## config.mk

```make
export PLATFORM = sky130hd
export DESIGN_NAME = mres_mod_unit
export DESIGN_NICKNAME = d
export VERILOG_FILES = /design/src/hdl/mres_pkg.sv /design/src/hdl/mres_mod_unit.sv
export SDC_FILE = /design/constraint.sdc
export NUM_CORES = 1
export LEC_CHECK = 0
export BUFFER_PORTS_ARGS = -buffer_cell sky130_fd_sc_hd__buf_2
export CORE_MARGIN = 2
export CORE_UTILIZATION = 55
export DETAILED_ROUTE_END_ITERATION = 16
export MAX_ROUTING_LAYER = met4
export PLACE_DENSITY = 0.88
export SYNTH_ARGS = -nofsm -noshare
export SYNTH_HDL_FRONTEND = slang
export SYNTH_SLANG_ARGS = --single-unit
```

## constraint.sdc

```tcl
create_clock -name clk -period 7.15 [get_ports clk]
set_input_delay 0.715 -clock clk [delete_from_list [all_inputs] [get_ports clk]]
set_output_delay 0.715 -clock clk [all_outputs]
set_load 0.005 [all_outputs]
```

## src/hdl/mres_pkg.sv

```systemverilog
// ----------------------------------------------------------------------------
// mres_pkg: shared types and constants of the multi-ring element store
// Sizes of the ring table and the element store, command and status codes,
// and the request bundle sent to the element store.
// ----------------------------------------------------------------------------
package mres_pkg;

    localparam int MAX_CHAINS  = 8;
    localparam int MAX_LEN     = 32;
    localparam int DATA_W      = 64;
    localparam int STORE_DEPTH = MAX_CHAINS * MAX_LEN;
    localparam int ADDR_W      = $clog2(STORE_DEPTH);
    localparam int CHAIN_W     = $clog2(MAX_CHAINS);
    localparam int SLOT_W      = $clog2(MAX_LEN);
    localparam int LEN_W       = SLOT_W + 1;
    localparam int COUNT_W     = 4;

    // Remainder unit: dividend is head + position, one bit wider than a slot.
    localparam int SUM_W       = SLOT_W + 1;
    localparam int SHIFT_W     = SUM_W + SUM_W - 1;
    localparam int STEP_W      = $clog2(SUM_W);

    localparam int KIND_W      = 3;
    localparam int STATUS_W    = 2;
    localparam int MAXEL_W     = 6;
    localparam int CFG_IDX_W   = 2;

    // Register reset values.
    localparam logic [MAXEL_W-1:0] MAXEL_RESET = 6'd20;
    localparam logic [COUNT_W-1:0] CHAINS_RESET = 4'd1;

    // Configuration register indexes.
    localparam logic [CFG_IDX_W-1:0] CFG_MAX_ELEMENTS = 2'd0;
    localparam logic [CFG_IDX_W-1:0] CFG_CHAIN_COUNT  = 2'd1;

    // Command kinds.
    localparam logic [KIND_W-1:0] KIND_ADD       = 3'd0;
    localparam logic [KIND_W-1:0] KIND_REMOVE    = 3'd1;
    localparam logic [KIND_W-1:0] KIND_CLEAR     = 3'd2;
    localparam logic [KIND_W-1:0] KIND_CLEAR_ALL = 3'd3;
    localparam logic [KIND_W-1:0] KIND_UPDATE    = 3'd4;
    localparam logic [KIND_W-1:0] KIND_READ      = 3'd5;
    localparam logic [KIND_W-1:0] KIND_COUNT     = 3'd6;

    // Result status codes.
    localparam logic [STATUS_W-1:0] ST_OK    = 2'd0;
    localparam logic [STATUS_W-1:0] ST_RANGE = 2'd1;
    localparam logic [STATUS_W-1:0] ST_EMPTY = 2'd2;

    typedef struct packed {
        logic              write;
        logic              read;
        logic [ADDR_W-1:0] addr;
    } store_req_t;

endpackage

```

## src/hdl/mres_mod_unit.sv

```systemverilog
// ----------------------------------------------------------------------------
// mres_mod_unit: iterative remainder unit
// Reduces a small dividend modulo the ring length, one shifted compare and
// subtract per cycle, from the highest shift down to zero.
// ----------------------------------------------------------------------------
module mres_mod_unit
(
    input  logic                          clk,
    input  logic                          rst_n,
    input  logic                          start,
    input  logic [mres_pkg::SUM_W-1:0]    dividend,
    input  logic [mres_pkg::LEN_W-1:0]    divisor,
    output logic                          done,
    output logic [mres_pkg::SLOT_W-1:0]   remainder
);

    logic [mres_pkg::SUM_W-1:0]   rem_reg, rem_next;
    logic [mres_pkg::STEP_W-1:0]  step_reg, step_next;
    logic                         run_reg, run_next;
    logic                         done_reg, done_next;
    logic [mres_pkg::SHIFT_W-1:0] trial;
    logic [mres_pkg::SHIFT_W-1:0] rem_wide;

    assign trial    = {{(mres_pkg::SHIFT_W-mres_pkg::LEN_W){1'b0}}, divisor} << step_reg;
    assign rem_wide = {{(mres_pkg::SHIFT_W-mres_pkg::SUM_W){1'b0}}, rem_reg};

    always_comb
    begin
        rem_next  = rem_reg;
        step_next = step_reg;
        run_next  = run_reg;
        done_next = 1'b0;
        if (start)
        begin
            rem_next  = dividend;
            step_next = mres_pkg::STEP_W'(mres_pkg::SUM_W - 1);
            run_next  = 1'b1;
        end
        else if (run_reg)
        begin
            // subtract the shifted divisor wherever it fits
            if (rem_wide >= trial)
            begin
                rem_next = rem_reg - trial[mres_pkg::SUM_W-1:0];
            end
            if (step_reg == '0)
            begin
                run_next  = 1'b0;
                done_next = 1'b1;
            end
            else
            begin
                step_next = step_reg - 1'b1;
            end
        end
    end

    always_ff @(posedge clk or negedge rst_n)
    begin
        if (!rst_n)
        begin
            run_reg  <= 1'b0;
            done_reg <= 1'b0;
            step_reg <= '0;
        end
        else
        begin
            run_reg  <= run_next;
            done_reg <= done_next;
            step_reg <= step_next;
        end
    end

    always_ff @(posedge clk)
    begin
        rem_reg <= rem_next;
    end

    assign done      = done_reg;
    assign remainder = rem_reg[mres_pkg::SLOT_W-1:0];

endmodule

```

Word-level counts from Yosys, hierarchy flattened

Cells that the tools add are included.

Register bits: 11
Input port bits: 15
Output and inout port bits: 6
Logic and storage cells: 26

Add/sub/neg operators: 2
$lt $le $gt $ge: 1
Eq/ne operators: 1
Shift operators: 1
Muxes and demuxes: 12
Reduce and logical (&&, ||, !) cells: 5

Operators with widths:

| kind                | number |
|---|---|
| $mux 6              | 3 |
| $ge 6x11->1         | 1 |
| $shl 6x3->11        | 1 |
| $mux 3              | 3 |
| $mux 1              | 6 |
| $sub 6x6->6         | 1 |
| $reduce_and 2->1    | 2 |
| $reduce_bool 2->1   | 2 |
| $logic_not 3->1     | 1 |
| $sub 3x1->3 const B | 1 |
| $ne 2x2->1 const B  | 1 |

Depth between registers and ports, before layout

Depth in word-level cells: 5
Depth in mapped cells: 10
Gate-level depth less buffers: 9

Least setup slack after synthesis

Ideal clock, no wire load.

Path kind: input-to-reg
From: input port divisor[4] (netlist bit)
To: register rem_reg[0] (netlist bit) (enable)
Library setup time: 0.331 ns
Arrival time: 2.299 ns
Required time: 6.819 ns
Slack: 4.521 ns
Stages on the path: 9
Buffers on the path: 0
Path through: mux2_1 -> mux2i_1 -> nor2_1 -> a21oi_1 -> ha_1 -> o21ai_0 -> a311o_2 -> a21oi_1 -> a2bb2oi_2

Cells in the longest elaborated chain, start to end: 4

Ends and longest elaborated chain:

| item                        | line                | RTL |
|---|---|---|
| start, declared             | mres_mod_unit.sv:12 | `input logic [mres_pkg::LEN_W-1:0] divisor,` |
| $shl 6x3->11                | mres_mod_unit.sv:24 | `assign trial = {{(mres_pkg::SHIFT_W-mres_pkg::LEN_W){1'b0}}, divisor} << step_reg;` |
| $ge 6x11->1                 | mres_mod_unit.sv:42 | `if (rem_wide >= trial)` |
| $reduce_bool 2->1 (no line) | n/a                 |  |
| $reduce_and 2->1 (no line)  | n/a                 |  |
| end signal, assigned        | mres_mod_unit.sv:76 | `rem_reg <= rem_next;` |
| end, declared               | mres_mod_unit.sv:17 | `logic [mres_pkg::SUM_W-1:0] rem_reg, rem_next;` |

No other way between the ends.
A chain may end at the register's enable or synchronous reset.

Worst setup path after layout

From: register step_reg[0] (netlist bit)
To: register rem_reg[5] (netlist bit) (enable)

Cells in the longest elaborated chain, start to end: 4

Ends and longest elaborated chain:

| item                        | line                | RTL |
|---|---|---|
| start, declared             | mres_mod_unit.sv:18 | `logic [mres_pkg::STEP_W-1:0] step_reg, step_next;` |
| start signal, assigned      | mres_mod_unit.sv:70 | `step_reg <= step_next;` |
| $shl 6x3->11                | mres_mod_unit.sv:24 |  |
| $ge 6x11->1                 | mres_mod_unit.sv:42 |  |
| $reduce_bool 2->1 (no line) | n/a                 |  |
| $reduce_and 2->1 (no line)  | n/a                 |  |

No other way between the ends.

==> impl_results.md <==
* Status: finished clean
* RSZ-0062 raised after global routing: no
* Largest cells by area after synthesis: edfxtp_1 18%, dfrtp_1 12%, ha_1 9.9%
* GRT Total Usage at 0.211
* Final hold vios at 0
* Routed Wire Length at 1970 um
* Htree depth at 1
* First-pass GRT wire length at 3110 um
* Syn Area/Cell at 9.54 um^2
* Placer congestion estimate at 0.805
* Crit end category: register
* CTS root buf: clkbuf_4
* Cell area after synthesis at 1010 um^2
* Final Non-Filler Cells at 146
* Synth cell types at 34
* Max VDD drop at 0.224 mV
* WP data arrival at 2.73 ns
* Critical path data required time at 7.09 ns
* Worst setup SP type: register
* Placed Area at 1060 um^2
* Synth top cells by count: 9 x o21ai_0, 8 x ha_1, 8 x nand2_1
* FF+latch count, synth at 11
* Initial core utilization at 0.586
* I/O Pins at 21
* PD cells at 423 nW/um^2
* Reg2reg start: step_reg[0]
* Max reg flops at 6
* FP Rows at 15
* Vias per inst at 5.55
* Leak Pwr at 0.482 nW
* Syn nets at 130
* FFs w/ async S/R, synth at 0.455
* Area delta synth->final at 7.55%
* Total power at 460 uW
* Clock sinks at 11
* Layout cells sized above 1 at 0.256
* N_diodes at 0
* Core area at 1730 um^2
* FILL cells at 152
* Fmax at 0.358 GHz
* Slew margin rel. at 0.750
* Pre-antenna DRT Iters at 4
* Post-DP HPWL at 1480 um
* Fin area at 1090 um^2
* Post-synthesis instance total at 106
* Worst hold path type: input port to async pin
* # hold bufs at CTS at 0
* Antenna violations before repair at 0
* WS Path Type: register to register
* Routed Antenna Nets at 0
* Clk_lat worst skew at 0.28 ns
* Detailed Route Iter0 Violations at 14
* Port Buffers at 20
* Top-count cell post-synth: o21ai_0
* Largest net degree at the start of global routing at 21
* FF-to-FF path depth at 9
* Post-synth EDFFs at 6
* Clock Tree Buf Depth at 2
* Via count of the first global-routing pass at 759
* TritonCTS Buffers at 3
* Worst reg2reg path endpoint: rem_reg[5]
* Final WS setup at 4.36 ns
* FF-to-FF setup slack at 4.36 ns
* Via count at 810
* Area leader, netlist: edfxtp_1
* Yosys warns at 0
* Drt wl/cell at 13.5 um
* Max cap viols at 0
* DRC at 0
* DP Worst Slack at 4.16 ns
* Max-slew violation count at 0
* Crit Path Max Fanout at 10
* Post-route setup TNS at 0 ns
* Grt ovf at 0
* Yosys top cell area share at 0.178
* Die ar. at 2200 um^2
* Final min period at 2.79 ns
* Layout Nets at 146
* Clock skew at 0.0124 ns
* # setup viols final at 0
* Worst Max-Slew Pin Slew at 0.375 ns
* CTS tree: done
* Post-CTS setup buffers at 0
* Register area share after synthesis at 0.302
* Primary FF master, synth: edfxtp_1
* Post-CTS resize count at 0
* Die Wd at 46.9 um
* # placed instances at 142
* Clk slew on worst S/H paths at 0.09 ns
* Die H at 46.9 um
* Final period utilization at 0.391
-- worst max path at each step --
| stage | from | endpoint | slack, ns | cells after the start |
|---|---|---|---|---|
| 2_1_floorplan | divisor[4] | rem_reg[0] | 4.52 | 9 |
| 4_1_cts | step_reg[0] | rem_reg[2] | 4.37 | 9 |
| 3_5_place_dp | divisor[4] | rem_reg[1] | 4.16 | 10 |
| 3_3_place_gp | divisor[4] | rem_reg[2] | 4.26 | 10 |
| 6_report | step_reg[0] | rem_reg[5] | 4.36 | 9 |
| 5_1_grt | step_reg[0] | rem_reg[5] | 4.20 | 9 |
-- cell type report --
class / instances / area, um^2 / area share
Clock inverter: 1 / 5.00 / 0.00460
Sequential cell: 11 / 305 / 0.281
Inverter: 5 / 18.8 / 0.0173
Tap cell: 25 / 31.3 / 0.0288
Clock buffer: 3 / 22.5 / 0.0207
Multi-Input combinational cell: 81 / 604 / 0.556
Timing Repair Buffer: 20 / 100 / 0.0921
-- cells by family after synthesis --
logic type | synth area share
xor gates and xnor gates | 0.0347
muxes | 0.114
AOI/OAI and AO/OA | 0.166
DFF | 0.302
and+or+nand+nor | 0.165
adders and majority gates | 0.119
buffers and inverters | 0.100
-- per-layer routing --
metal	track usage	part of all wire	vias to the layer above
li1	-	-	408
met1	0.240	0.45	373
met2	0.334	0.48	23
met3	0.0577	0.045	6
met4	0.117	0.022	0
met5	-	0	-
-- stage by stage --
step	hold WS, ns	util
2_1_floorplan	0.419	-
3_3_place_gp	0.532	0.614
3_5_place_dp	0.534	0.614
4_1_cts	0.224	0.630
5_1_grt	0.219	0.630
6_report	0.223	0.630
-- critical path, cell delays in order (launching register included) --
cell       delay, ns
dfrtp_1         0.57
mux2_1          0.37
mux2i_1         0.19
nor2_1          0.06
a21oi_1         0.13
ha_1            0.18
o21ai_0         0.09
a311o_2         0.35
a21oi_1         0.16
a2bb2oi_2       0.35
-- power breakdown --
part | total, mW | leakage [nW] | switching (mW) | internal [mW]
logic | 0.282 | 0.349 | 0.146 | 0.137
registers | 0.132 | 0.116 | 0.0293 | 0.103
clock network | 0.0455 | 0.0177 | 0.0247 | 0.0208
-- layout by cell type, fill, tap and decap left out, drive strengths merged --
cell     count
a211o        2
a21boi       1
a21o         1
a21oi        6
a2bb2oi      1
a311o        1
a31oi        1
and2         1
and2b        1
buf         20
clkbuf       3
clkinv       1
dfrtp        5
edfxtp       6
fa           1
ha           8
inv          5
mux2         6
mux2i        4
nand2        8
nand2b       5
nand4        1
nor2         7
nor2b        2
nor3         3
nor4b        2
o211ai       2
o21ai       10
o21bai       1
or2          2
xnor2        3
xor2         1
Power figures use the tool's default switching activity.
